<file path="src/design/sps_pkg.sv">
package sps_pkg;

  localparam int unsigned EntryW = 36;

  typedef struct packed {
    logic [15:0] key;
    logic [2:0]  prio;
    logic        intr;
    logic [15:0] tag;
  } sps_entry_t;

  typedef enum logic [1:0] {
    MODE_SUBMIT   = 2'd0,
    MODE_COMPLETE = 2'd1,
    MODE_CANCEL   = 2'd2
  } sps_mode_e;

  typedef enum logic [3:0] {
    DEC_START    = 4'd0,
    DEC_PREEMPT  = 4'd1,
    DEC_QUEUED   = 4'd2,
    DEC_REPLACED = 4'd3,
    DEC_DROPPED  = 4'd4,
    DEC_NEXT     = 4'd5,
    DEC_IDLE     = 4'd6,
    DEC_NOOP     = 4'd7,
    DEC_CLEARED  = 4'd8
  } sps_dec_e;

  typedef enum logic [2:0] {
    ST_IDLE,
    ST_DISPATCH,
    ST_POST,
    ST_SEARCH,
    ST_DECIDE,
    ST_BEST,
    ST_COMPACT,
    ST_RESP
  } sps_state_e;

  localparam logic RegHint  = 1'b0;
  localparam logic RegFocus = 1'b1;

  // control of the shared compare unit
  typedef struct packed {
    logic clr;
    logic en;
    logic first;
  } sps_scan_ctl_t;

  // status flags from the shared compare unit
  typedef struct packed {
    logic dup;
    logic key_hit;
  } sps_scan_flags_t;

endpackage

</file>
<file path="src/design/sps_ram.sv">
module sps_ram #(
  parameter int unsigned WIDTH = 36,
  parameter int unsigned DEPTH = 8
) (
  input  logic                                       clk_i,
  input  logic                                       we_i,
  input  logic [((DEPTH > 1) ? $clog2(DEPTH) : 1)-1:0] waddr_i,
  input  logic [WIDTH-1:0]                           wdata_i,
  input  logic [((DEPTH > 1) ? $clog2(DEPTH) : 1)-1:0] raddr_i,
  output logic [WIDTH-1:0]                           rdata_o
);

  logic [WIDTH-1:0] mem_q [DEPTH];
  logic [WIDTH-1:0] rdata_q;

  always_ff @(posedge clk_i) begin
    if (we_i) begin
      mem_q[waddr_i] <= wdata_i;
    end
    rdata_q <= mem_q[raddr_i];
  end

  assign rdata_o = rdata_q;

endmodule

</file>
<file path="src/design/sps_scan.sv">
module sps_scan #(
  parameter int unsigned IW = 3
) (
  input  logic                    clk_i,
  input  logic                    rst_ni,
  input  sps_pkg::sps_scan_ctl_t  ctl_i,
  input  sps_pkg::sps_entry_t     ent_i,
  input  logic [IW-1:0]           idx_i,
  input  sps_pkg::sps_entry_t     ev_i,
  output sps_pkg::sps_scan_flags_t flags_o,
  output logic [IW-1:0]           key_idx_o,
  output logic [IW-1:0]           low_idx_o,
  output logic [2:0]              low_prio_o,
  output logic [IW-1:0]           best_idx_o,
  output sps_pkg::sps_entry_t     best_ent_o
);

  import sps_pkg::*;

  sps_scan_flags_t flags_q, flags_d;
  logic [IW-1:0]   key_idx_q, key_idx_d;
  logic [IW-1:0]   low_idx_q, low_idx_d;
  logic [2:0]      low_prio_q, low_prio_d;
  logic [IW-1:0]   best_idx_q, best_idx_d;
  sps_entry_t      best_ent_q, best_ent_d;
  logic            same_key;

  assign same_key = (ent_i.key == ev_i.key);

  always_comb begin
    flags_d    = flags_q;
    key_idx_d  = key_idx_q;
    low_idx_d  = low_idx_q;
    low_prio_d = low_prio_q;
    best_idx_d = best_idx_q;
    best_ent_d = best_ent_q;
    if (ctl_i.clr) begin
      flags_d = '0;
    end else if (ctl_i.en) begin
      if (same_key && ent_i.prio == ev_i.prio && ent_i.tag == ev_i.tag) begin
        flags_d.dup = 1'b1;
      end
      // first matching key wins
      if (same_key && !flags_q.key_hit) begin
        flags_d.key_hit = 1'b1;
        key_idx_d       = idx_i;
      end
      // lowest priority, first on ties
      if (ctl_i.first || ent_i.prio < low_prio_q) begin
        low_idx_d  = idx_i;
        low_prio_d = ent_i.prio;
      end
      // highest priority, first on ties
      if (ctl_i.first || ent_i.prio > best_ent_q.prio) begin
        best_idx_d = idx_i;
        best_ent_d = ent_i;
      end
    end
  end

  always_ff @(posedge clk_i or negedge rst_ni) begin
    if (!rst_ni) begin
      flags_q <= '0;
    end else begin
      flags_q <= flags_d;
    end
  end

  always_ff @(posedge clk_i) begin
    key_idx_q  <= key_idx_d;
    low_idx_q  <= low_idx_d;
    low_prio_q <= low_prio_d;
    best_idx_q <= best_idx_d;
    best_ent_q <= best_ent_d;
  end

  assign flags_o    = flags_q;
  assign key_idx_o  = key_idx_q;
  assign low_idx_o  = low_idx_q;
  assign low_prio_o = low_prio_q;
  assign best_idx_o = best_idx_q;
  assign best_ent_o = best_ent_q;

endmodule

</file>
<file path="src/design/speech_priority_scheduler_core.sv">
// channel | handshake               | payload
// --------+-------------------------+-----------------------------------------------
// in      | in_valid_i / in_stall_o | mode_i, event_key_i, event_priority_i,
//         |                         | event_interruptible_i, text_tag_i
// out     | out_valid_o / out_stall_i | decision_o, next_key_o, next_priority_o,
//         |                         | next_interruptible_o, next_tag_o
// cfg     | cfg_we_i                | cfg_idx_i, cfg_wdata_i
//
// a complete runs a best-entry pass and a compaction pass over the pending entries;
// a submit that purges hints and then searches runs two passes
// the pending queue sits in a one-port-read ram, one entry is compared per cycle
// reset clears the active entry, speaking flag and fill count; queue entries need none
// in_stall_o is high while an item is at work; a finished result waits in the
// output register while the next item is taken
module speech_priority_scheduler_core #(
  parameter int unsigned QUEUE_DEPTH = 8
) (
  input  logic        clk_i,
  input  logic        rst_ni,
  input  logic        cfg_we_i,
  input  logic        cfg_idx_i,
  input  logic [2:0]  cfg_wdata_i,
  input  logic        in_valid_i,
  output logic        in_stall_o,
  input  logic [1:0]  mode_i,
  input  logic [15:0] event_key_i,
  input  logic [2:0]  event_priority_i,
  input  logic        event_interruptible_i,
  input  logic [15:0] text_tag_i,
  output logic        out_valid_o,
  input  logic        out_stall_i,
  output logic [3:0]  decision_o,
  output logic [15:0] next_key_o,
  output logic [2:0]  next_priority_o,
  output logic        next_interruptible_o,
  output logic [15:0] next_tag_o
);

  import sps_pkg::*;

  localparam int unsigned IW = (QUEUE_DEPTH > 1) ? $clog2(QUEUE_DEPTH) : 1;
  localparam int unsigned CW = $clog2(QUEUE_DEPTH + 1);

  // sequencer and architectural state
  sps_state_e      state_q, state_d;
  sps_mode_e       mode_q, mode_d;
  sps_entry_t      ev_q, ev_d;
  sps_dec_e        dec_q, dec_d;
  sps_entry_t      nxt_q, nxt_d;
  logic            speaking_q, speaking_d;
  sps_entry_t      act_q, act_d;
  logic [CW-1:0]   used_q, used_d;
  logic [2:0]      hint_q, focus_q;

  // scan pointers: read pointer, entry in flight, compaction write pointer
  logic [CW-1:0]   rd_q, rd_d;
  logic            pv_q, pv_d;
  logic [IW-1:0]   pidx_q, pidx_d;
  logic [CW-1:0]   wp_q, wp_d;
  logic            rm_q, rm_d;

  // output register
  logic            out_valid_q, out_valid_d;
  sps_dec_e        out_dec_q, out_dec_d;
  sps_entry_t      out_nxt_q, out_nxt_d;

  // ram port
  logic            ram_we;
  logic [IW-1:0]   ram_waddr;
  logic [IW-1:0]   ram_raddr;
  sps_entry_t      ram_wdata;
  logic [EntryW-1:0] ram_rdata;
  sps_entry_t      rd_ent;

  // compare unit
  sps_scan_ctl_t   scan_ctl;
  sps_scan_flags_t scan_flags;
  logic [IW-1:0]   key_idx, low_idx, best_idx;
  logic [2:0]      low_prio;
  sps_entry_t      best_ent;

  logic            in_acc;
  logic            rd_more;
  logic            scan_done;
  logic            keep;
  logic            dup_act;
  logic            preempt;

  assign rd_ent    = sps_entry_t'(ram_rdata);
  assign in_acc    = in_valid_i && (state_q == ST_IDLE);
  assign rd_more   = (rd_q < used_q);
  assign scan_done = !rd_more && !pv_q;

  // a purge pass drops hints, a removal pass drops the started entry
  assign keep = !(!rm_q && rd_ent.prio == hint_q) && !(rm_q && pidx_q == best_idx);

  assign dup_act = (act_q.key == ev_q.key) && (act_q.prio == ev_q.prio) &&
                   (act_q.tag == ev_q.tag);
  assign preempt = act_q.intr &&
                   ((ev_q.prio > act_q.prio) ||
                    (ev_q.key == act_q.key && ev_q.prio >= act_q.prio));

  sps_ram #(
    .WIDTH (EntryW),
    .DEPTH (QUEUE_DEPTH)
  ) u_queue (
    .clk_i   (clk_i),
    .we_i    (ram_we),
    .waddr_i (ram_waddr),
    .wdata_i (ram_wdata),
    .raddr_i (ram_raddr),
    .rdata_o (ram_rdata)
  );

  sps_scan #(
    .IW (IW)
  ) u_scan (
    .clk_i      (clk_i),
    .rst_ni     (rst_ni),
    .ctl_i      (scan_ctl),
    .ent_i      (rd_ent),
    .idx_i      (pidx_q),
    .ev_i       (ev_q),
    .flags_o    (scan_flags),
    .key_idx_o  (key_idx),
    .low_idx_o  (low_idx),
    .low_prio_o (low_prio),
    .best_idx_o (best_idx),
    .best_ent_o (best_ent)
  );

  always_comb begin
    state_d     = state_q;
    mode_d      = mode_q;
    ev_d        = ev_q;
    dec_d       = dec_q;
    nxt_d       = nxt_q;
    speaking_d  = speaking_q;
    act_d       = act_q;
    used_d      = used_q;
    rd_d        = rd_q;
    pv_d        = pv_q;
    pidx_d      = pidx_q;
    wp_d        = wp_q;
    rm_d        = rm_q;
    out_valid_d = out_valid_q && out_stall_i;
    out_dec_d   = out_dec_q;
    out_nxt_d   = out_nxt_q;
    ram_we      = 1'b0;
    ram_waddr   = '0;
    ram_wdata   = ev_q;
    ram_raddr   = rd_q[IW-1:0];
    scan_ctl    = '0;

    // shared read pipeline for every pass over the queue
    if (state_q == ST_SEARCH || state_q == ST_BEST || state_q == ST_COMPACT) begin
      if (rd_more) begin
        rd_d   = rd_q + 1'b1;
        pv_d   = 1'b1;
        pidx_d = rd_q[IW-1:0];
      end else begin
        pv_d = 1'b0;
      end
    end

    unique case (state_q)
      ST_IDLE: begin
        if (in_acc) begin
          mode_d  = sps_mode_e'(mode_i);
          ev_d    = '{key: event_key_i, prio: event_priority_i,
                      intr: event_interruptible_i, tag: text_tag_i};
          state_d = ST_DISPATCH;
        end
      end
      ST_DISPATCH: begin
        nxt_d   = '0;
        rd_d    = '0;
        pv_d    = 1'b0;
        wp_d    = '0;
        state_d = ST_RESP;
        unique case (mode_q)
          MODE_SUBMIT: begin
            if (ev_q.tag == '0) begin
              dec_d = DEC_DROPPED;
            end else if (ev_q.prio >= focus_q) begin
              rm_d    = 1'b0;
              state_d = ST_COMPACT;
            end else begin
              state_d = ST_POST;
            end
          end
          MODE_COMPLETE: begin
            if (!speaking_q) begin
              dec_d = DEC_NOOP;
            end else if (used_q == '0) begin
              speaking_d = 1'b0;
              act_d.tag  = '0;
              dec_d      = DEC_IDLE;
            end else begin
              state_d = ST_BEST;
            end
          end
          MODE_CANCEL: begin
            speaking_d = 1'b0;
            used_d     = '0;
            act_d.tag  = '0;
            dec_d      = DEC_CLEARED;
          end
          default: begin
            dec_d = DEC_NOOP;
          end
        endcase
      end
      ST_POST: begin
        rd_d = '0;
        pv_d = 1'b0;
        if (!speaking_q) begin
          act_d      = ev_q;
          speaking_d = 1'b1;
          dec_d      = DEC_START;
          state_d    = ST_RESP;
        end else begin
          scan_ctl.clr = 1'b1;
          state_d      = ST_SEARCH;
        end
      end
      ST_SEARCH: begin
        scan_ctl.en    = pv_q;
        scan_ctl.first = (pidx_q == '0);
        if (scan_done) begin
          state_d = ST_DECIDE;
        end
      end
      ST_DECIDE: begin
        state_d = ST_RESP;
        if (dup_act || scan_flags.dup) begin
          dec_d = DEC_DROPPED;
        end else if (preempt) begin
          act_d = ev_q;
          dec_d = DEC_PREEMPT;
        end else if (scan_flags.key_hit) begin
          ram_we    = 1'b1;
          ram_waddr = key_idx;
          dec_d     = DEC_REPLACED;
        end else if (used_q < CW'(QUEUE_DEPTH)) begin
          ram_we    = 1'b1;
          ram_waddr = used_q[IW-1:0];
          used_d    = used_q + 1'b1;
          dec_d     = DEC_QUEUED;
        end else if (ev_q.prio > low_prio) begin
          // full queue: evict the lowest entry
          ram_we    = 1'b1;
          ram_waddr = low_idx;
          dec_d     = DEC_REPLACED;
        end else begin
          dec_d = DEC_DROPPED;
        end
      end
      ST_BEST: begin
        scan_ctl.en    = pv_q;
        scan_ctl.first = (pidx_q == '0);
        if (scan_done) begin
          act_d   = best_ent;
          nxt_d   = best_ent;
          dec_d   = DEC_NEXT;
          rm_d    = 1'b1;
          rd_d    = '0;
          wp_d    = '0;
          state_d = ST_COMPACT;
        end
      end
      ST_COMPACT: begin
        // kept entries slide down to the write pointer
        if (pv_q && keep) begin
          ram_we    = 1'b1;
          ram_waddr = wp_q[IW-1:0];
          ram_wdata = rd_ent;
          wp_d      = wp_q + 1'b1;
        end
        if (scan_done) begin
          used_d  = wp_q;
          state_d = rm_q ? ST_RESP : ST_POST;
        end
      end
      ST_RESP: begin
        if (!out_valid_q || !out_stall_i) begin
          out_valid_d = 1'b1;
          out_dec_d   = dec_q;
          out_nxt_d   = nxt_q;
          state_d     = ST_IDLE;
        end
      end
      default: begin
        state_d = ST_IDLE;
      end
    endcase
  end

  always_ff @(posedge clk_i or negedge rst_ni) begin
    if (!rst_ni) begin
      state_q     <= ST_IDLE;
      speaking_q  <= 1'b0;
      act_q       <= '0;
      used_q      <= '0;
      rd_q        <= '0;
      pv_q        <= 1'b0;
      wp_q        <= '0;
      rm_q        <= 1'b0;
      out_valid_q <= 1'b0;
      hint_q      <= 3'd0;
      focus_q     <= 3'd2;
    end else begin
      state_q     <= state_d;
      speaking_q  <= speaking_d;
      act_q       <= act_d;
      used_q      <= used_d;
      rd_q        <= rd_d;
      pv_q        <= pv_d;
      wp_q        <= wp_d;
      rm_q        <= rm_d;
      out_valid_q <= out_valid_d;
      if (cfg_we_i) begin
        unique case (cfg_idx_i)
          RegHint:  hint_q  <= cfg_wdata_i;
          RegFocus: focus_q <= cfg_wdata_i;
          default: ;
        endcase
      end
    end
  end

  // payload registers
  always_ff @(posedge clk_i) begin
    mode_q    <= mode_d;
    ev_q      <= ev_d;
    dec_q     <= dec_d;
    nxt_q     <= nxt_d;
    pidx_q    <= pidx_d;
    out_dec_q <= out_dec_d;
    out_nxt_q <= out_nxt_d;
  end

  assign in_stall_o           = (state_q != ST_IDLE);
  assign out_valid_o          = out_valid_q;
  assign decision_o           = out_dec_q;
  assign next_key_o           = out_nxt_q.key;
  assign next_priority_o      = out_nxt_q.prio;
  assign next_interruptible_o = out_nxt_q.intr;
  assign next_tag_o           = out_nxt_q.tag;

  // fill count never exceeds the queue
  a_used_bound: assert property (@(posedge clk_i) disable iff (!rst_ni)
    used_q <= CW'(QUEUE_DEPTH))
    else $error("pending fill count beyond queue depth");

  // compaction never writes ahead of the entry it moves
  a_compact_order: assert property (@(posedge clk_i) disable iff (!rst_ni)
    (state_q == ST_COMPACT && pv_q) |-> (wp_q <= CW'(pidx_q)))
    else $error("compaction write pointer passed read position");

  // only a started event carries a payload
  a_next_zero: assert property (@(posedge clk_i) disable iff (!rst_ni)
    (out_valid_o && out_dec_q != DEC_NEXT) |->
      (next_key_o == '0 && next_priority_o == '0 && next_interruptible_o == 1'b0 &&
       next_tag_o == '0))
    else $error("next fields set on a decision other than next started");

  // a result is loaded only from the response state
  a_out_from_resp: assert property (@(posedge clk_i) disable iff (!rst_ni)
    $rose(out_valid_q) |-> $past(state_q == ST_RESP))
    else $error("result loaded outside the response state");

endmodule
</file>
<file path="config.mk">
export PLATFORM = sky130hd
export DESIGN_NAME = speech_priority_scheduler_core
export DESIGN_NICKNAME = d
export VERILOG_FILES = /design/src/design/sps_pkg.sv /design/src/design/sps_ram.sv /design/src/design/sps_scan.sv /design/src/design/speech_priority_scheduler_core.sv
export SDC_FILE = /design/constraint.sdc
export NUM_CORES = 1
export LEC_CHECK = 0
export BUFFER_PORTS_ARGS = -buffer_cell sky130_fd_sc_hd__buf_2
export CAP_MARGIN = 20
export CORE_MARGIN = 1.5
export CORE_UTILIZATION = 40
export CTS_CLUSTER_DIAMETER = 40
export DETAILED_ROUTE_END_ITERATION = 12
export GPL_TIMING_DRIVEN = 0
export PLACE_DENSITY = 0.64
export REMOVE_ABC_BUFFERS = 1
export SLEW_MARGIN = 20
export SYNTH_ARGS = -nofsm -noshare
export SYNTH_HDL_FRONTEND = slang
export SYNTH_SLANG_ARGS = --single-unit
</file>
<file path="constraint.sdc">
create_clock -name clk_i -period 6.15 [get_ports clk_i]
set_input_delay 0.615 -clock clk_i [delete_from_list [all_inputs] [get_ports clk_i]]
set_output_delay 0.615 -clock clk_i [all_outputs]
set_load 0.02 [all_outputs]
</file>
---- Yosys cells after proc, flatten, opt, wreduce, memory -nomap -nowiden ----
Memories as Yosys holds them, arrays and structs flattened. A register that Yosys moved wholly into a read port is not among the register bits.
Cells that the tools add are included.
storage, ports and cells
  flip-flop bits (word level) ............. 232
  RAM bits ................................ 288
  bits of input ports ..................... 47
  output and inout port bits .............. 42
  word-level logic and storage cells ...... 247
  memories kept ........................... 1
memories
  memory         words  width  rd ports  clocked after Yosys merged registers in  write ports  RTL line       text
  u_queue.mem_q  8      36     1         1                                        1            sps_ram.sv:13  logic [WIDTH-1:0] mem_q [DEPTH];
operators by class
  add/sub/neg operators ................... 3
  $lt $le $gt $ge ......................... 8
  equality and inequality tests ........... 39
  muxes and demuxes ....................... 88
  bitwise logic cells ..................... 2
  reductions and logical operators ........ 66
operators with widths
  cell                 number
  $mux 36              6
  $eq 16x16->1         5
  $mux 4               20
  $pmux 36 s2          1
  $pmux 16 s4          1
  $pmux 20 s3          1
  $mux 3               16
  $pmux 4 s3           3
  $mux 16              2
  $pmux 16 s2          1
  $ne 2x2->1 const B   13
  $pmux 3 s8           1
  $mux 1               23
  $reduce_and 5->1     4
  $reduce_and 2->1     9
  $logic_not 16->1     1
  $pmux 4 s4           1
  $logic_and 1x1->1    14
  $add 4x1->4 const B  3
  $eq 3x3->1           4
  $eq 3x3->1 const B   4
  $pmux 3 s2           2
  $reduce_and 3->1     4
  $reduce_bool 2->1    6
  27 further kinds     61

---- Logic depth before layout (Yosys ltp) ----
  word-level depth ........................ 9
  depth in mapped cells ................... 12

---- Cells and area by module ----
Synthesis repeated with hierarchy kept, for this count alone.
unflattened totals
  cell total of the unflattened synthesis .. 1,291
  area total of the unflattened synthesis .. 22,362.7 sq um
by module, submodules not included
  module                          times used  cells an instance  area each (sq um)
  sps_ram                         1           465                11,862.6
  speech_priority_scheduler_core  1           704                8,453.1
  sps_scan                        1           122                2,047.0

---- Least setup slack after synthesis ----
Ideal clock, no wire load.
  path type ............................... flip-flop to flip-flop
  from .................................... register ev_q[18] (netlist name)
  to ...................................... memory u_queue.mem_q[2][0] (enable)
  setup time .............................. 0.482 ns
  arrival time ............................ 4.419 ns
  required time ........................... 5.668 ns
  path slack .............................. 1.249 ns
  cell stages (with the launch flop) ...... 8
  clock period less this slack ............ 4.901 ns
  cell sequence ........................... edfxtp_1 -> ha_1 -> nor2b_1 -> o21ai_0 -> a32oi_1 -> a31oi_1 -> o31ai_1 -> nor3b_1
on the way
  word-level cells in the longest chain between the ends .. 9
  elaborated cells between the ends (all ways) .. 24
  classes of those cells .................. order compare: 3; eq/ne: 1; mux: 14; reduce/logical: 6
ends and longest elaborated chain
  what                                         RTL line                                                                      text
  start, declared                              speech_priority_scheduler_core.sv:47                                          sps_entry_t ev_q, ev_d;
  start signal, assigned                       speech_priority_scheduler_core.sv:335                                         ev_q <= ev_d;
  $gt 3x3->1 or $ge 3x3->1 (tied branches)     speech_priority_scheduler_core.sv:250, speech_priority_scheduler_core.sv:101
  $mux 1 or $logic_and 1x1->1 (tied branches)  speech_priority_scheduler_core.sv:250, speech_priority_scheduler_core.sv:101
  $mux 1 or $logic_or 1x1->1 (tied branches)   speech_priority_scheduler_core.sv:245, speech_priority_scheduler_core.sv:100
  $mux 1 or $logic_and 1x1->1 (tied branches)  speech_priority_scheduler_core.sv:241, speech_priority_scheduler_core.sv:99
  $mux 1                                       speech_priority_scheduler_core.sv:238                                         end else if (preempt) begin
  $mux 1                                       speech_priority_scheduler_core.sv:236                                         if (dup_act || scan_flags.dup) begin
  $pmux 1 s2                                   speech_priority_scheduler_core.sv:166                                         unique case (state_q)
  $mux 1                                       sps_ram.sv:17                                                                 if (we_i) begin
  $mux 1 (not written as such)                 sps_ram.sv:18                                                                 mem_q[waddr_i] <= wdata_i;
  end, declared                                sps_ram.sv:13
Parallel ways exist; a longest one is shown, timed or not.

---- Worst setup path in the final report ----
  from .................................... register state_q[2]
  to ...................................... memory u_queue.mem_q[3][23] (enable)
on the way
  word-level cells in the longest chain between the ends .. 4
  elaborated cells between the ends (all ways) .. 6
  classes of those cells .................. eq/ne: 2; mux: 4
ends and longest elaborated chain
  what                          RTL line                               text
  start, declared               speech_priority_scheduler_core.sv:45   sps_state_e state_q, state_d;
  start signal, assigned        speech_priority_scheduler_core.sv:313  state_q <= state_d;
  $eq 3x3->1                    speech_priority_scheduler_core.sv:166
  $pmux 1 s2                    speech_priority_scheduler_core.sv:166
  $mux 1                        sps_ram.sv:17
  $mux 1 (not written as such)  sps_ram.sv:18
Parallel ways exist; a longest one is shown, timed or not.

==> flow_summary.yaml <==
synth:
  synth_edf_count: 457
  yosys_warnings: 0
  async_flop_share: 0.1133
  ys_ff_latch: 556
  avgSynthCellArea_um2: 17.84
  synthFlopType: "edfxtp_1"
  seq_area_frac_synth: 0.7271
  postSynthCellCount: 1235
  synth_area_um2: 22030
  synth_cell_type_count: 63
place:
  gp_congestion: 0.8421
  hpwl_mm: 31.20
  place_ws_ns: 1.513
  io_buffers: 88
  place_area_um2: 23910
clock_network:
  numCtsBuffers: 74
  cts_resized: 0
  clockBufferDepth: 3
  hold_buffers: 1
  clk_latency_ns: 0.59
  htreeDepth: 3
  cts.sinks: 556
  cts_root_buffer: "clkbuf_16"
  clkSlewWorstSetupHoldPaths_ns: 0.06
  cts_setup_buffers: 0
  cts_tree: "yes"
final_layout:
  postLayoutCoreUtil: 0.4922
  layout_commonest_cell: "edfxtp_1"
  nets: 1454
  synthToLayoutAreaGrowth_pct: 20.92
  drive_gt1_frac: 0.3096
  finalInstanceArea_um2: 26640
  final_cell_mix: "edfxtp_1 (457), buf_2 (87), mux2_2 (83)"
  n_fill_cell: 4375
  antenna_cells: 0
global_route:
  grt_first_pass_wirelength_mm: 73.11
  antenna_found_initial: 0
  grt_max_degree: 59
  grtUsageTotal: 0.1741
  overflow: 0
  first_global_vias: 11940
die:
  io_pins: 89
  coreArea_um2: 54130
  die_w_um: 237.7
  chipHeight_um: 237.7
  initial_utilization: 0.4070
  dieArea_um2: 56500
  rows: 85
timing:
  finalCritPeriodShare: 0.7593
  rsz0062_at_grt: "no"
  finalSetupTns_ns: 0
  finalClockSkew_ns: 0.02674
  slew_headroom: 0.4058
  whs_ns: 0.1945
  layout_setup_ws_ns: 1.481
  fin_crit_ns: 4.669
  fmax_ghz: 0.2142
  timing.final.max_slew_violations: 0
  setup_viol: 0
  worstMarginPinSlew_ns: 0.8892
  hold_violations: 0
setup_path:
  worstSetupStartpointType: "register"
  endpoint_kind: "register"
  path_cells: "inv_2 > nor2_1 > and4_4 > buf_12 > nand2_1 > o31a_1 > nor3b_2 > buf_6 > buf_4 > buf_6 > buf_6 > buf_4"
  cp_top_family: "simple AND/OR/NAND/NOR gates"
  critPathMostFrequentCell: "buf_6"
  crit_required_ns: 6.44
  critical_path_buf_inv_count: 7
  arrival_ns: 4.96
  cp_num_cells: 12
  worstPathMaxFanout: 58
  rr_worst_depth: 12
  critPathMaxStageDelay_ns: 0.92
  critPathKind: "reg -> reg"
  slowest_stage: "dfrtp_4"
route:
  drtIter0Drc: 1010
  postRouteAntennaNets: 0
  vias: 11460
  drtPass1Iterations: 5
  detail_route.wl_per_cell_um: 22.49
  routed_wl_mm: 48.20
  drc: 0
  vias_per_cell: 5.346
power:
  p_leak_nw: 9.636
  worst_ir_drop_vdd_v: 0.0002449
  power_density_nw_per_um2: 502.3
worst_hold_path:
  hold_class: "in -> reg"
  min_path_cells: 1
job:
  drv_cap: 0
status:
  status: "completed"
## cells in the mapped netlist (all sizes together) (21+ instances only)
| cell | count | share of area |
|---|---|---|
| a21o | 21 | 0.0072 |
| a21oi | 36 | 0.0082 |
| and3 | 37 | 0.011 |
| clkbuf | 32 | 0.0055 |
| dfrtp | 62 | 0.070 |
| dfxtp | 36 | 0.033 |
| edfxtp | 457 | 0.62 |
| ha | 21 | 0.012 |
| inv | 40 | 0.0068 |
| mux2 | 93 | 0.049 |
| mux2i | 21 | 0.0095 |
| mux4 | 72 | 0.074 |
| nand2 | 41 | 0.0071 |
| nor2 | 32 | 0.0055 |
| xnor2 | 40 | 0.016 |
| xor2 | 37 | 0.015 |
## worst reg2reg max path: cells and delay by family, from the launching register on
kind	cells	cell delay [ns]
buffers and inverters	7	1.37
flip-flops	1	0.92
AND/OR/NAND/NOR	4	1.85
AO/OA/AOI/OAI	1	0.23
## state kept, by name, summed over array words and instances (netlist names), 16 cells and up
name and flops:
act_q 36, ev_q 36, next_key_o 16, next_tag_o 16, nxt_q 36, u_queue.mem_q 288, u_queue.rdata_o 36, u_scan.best_ent_o 36
## logic make-up after synthesis
logic type,synth area share
AO/OA/AOI/OAI,0.03600
XOR/XNOR,0.03061
adder cells (fa/ha/maj),0.01192
buffers and inverters,0.01715
flip-flops,0.7271
multiplexers,0.1324
AND/OR/NAND/NOR,0.04486
## worst paths after layout
kind                                      start              endpoint  slack (ns)
worst max-delay path                 state_q[2]  u_queue.mem_q[3][23]        1.48
worst min-delay path            event_key_i[13]              ev_q[33]        0.19
worst max register to register       state_q[2]  u_queue.mem_q[3][23]        1.48
worst min register to register        nxt_q[10]        next_tag_o[10]        0.40
max in group asynchronous                rst_ni               rd_q[1]        5.09
min in group asynchronous                rst_ni             act_q[35]        0.46
## per-layer routing
layer | up-vias | share of wire | GRT usage
li1 | 5138 | - | -
met3 | 94 | 0.055 | 0.03240
met1 | 5899 | 0.44 | 0.2375
met5 | - | 0 | 0
met2 | 326 | 0.47 | 0.2773
met4 | 0 | 0.028 | 0.06813
## metrics by stage
| stage | power, mW | cells |
|---|---|---|
| floorplan | 7.705 | 1185 |
| global placement | 8.711 | 1969 |
| detailed placement | 8.854 | 2004 |
| CTS | 13.50 | 2142 |
| global route | 13.98 | 2143 |
| finish | 13.38 | 2143 |
## area by class of cell
type                            instances  area [µm²]  share of cell area
Clock buffer                           91        2072             0.07776
Inverter                               40       150.1            0.005635
Tap cell                              696       870.8             0.03268
Timing Repair Buffer                  125        1146             0.04301
Clock inverter                         46       639.4             0.02400
Sequential cell                       556       16040              0.6019
Multi-Input combinational cell        589        5729              0.2150
## power breakdown
part / internal, mW / switching [mW] / total, mW
Combinational: 1.43 / 1.69 / 3.13
Sequential: 5.06 / 0.593 / 5.66
Clock: 2.98 / 1.63 / 4.60
Total: 9.47 / 3.91 / 13.4
No activity file was read; power rests on OpenSTA's default activity.
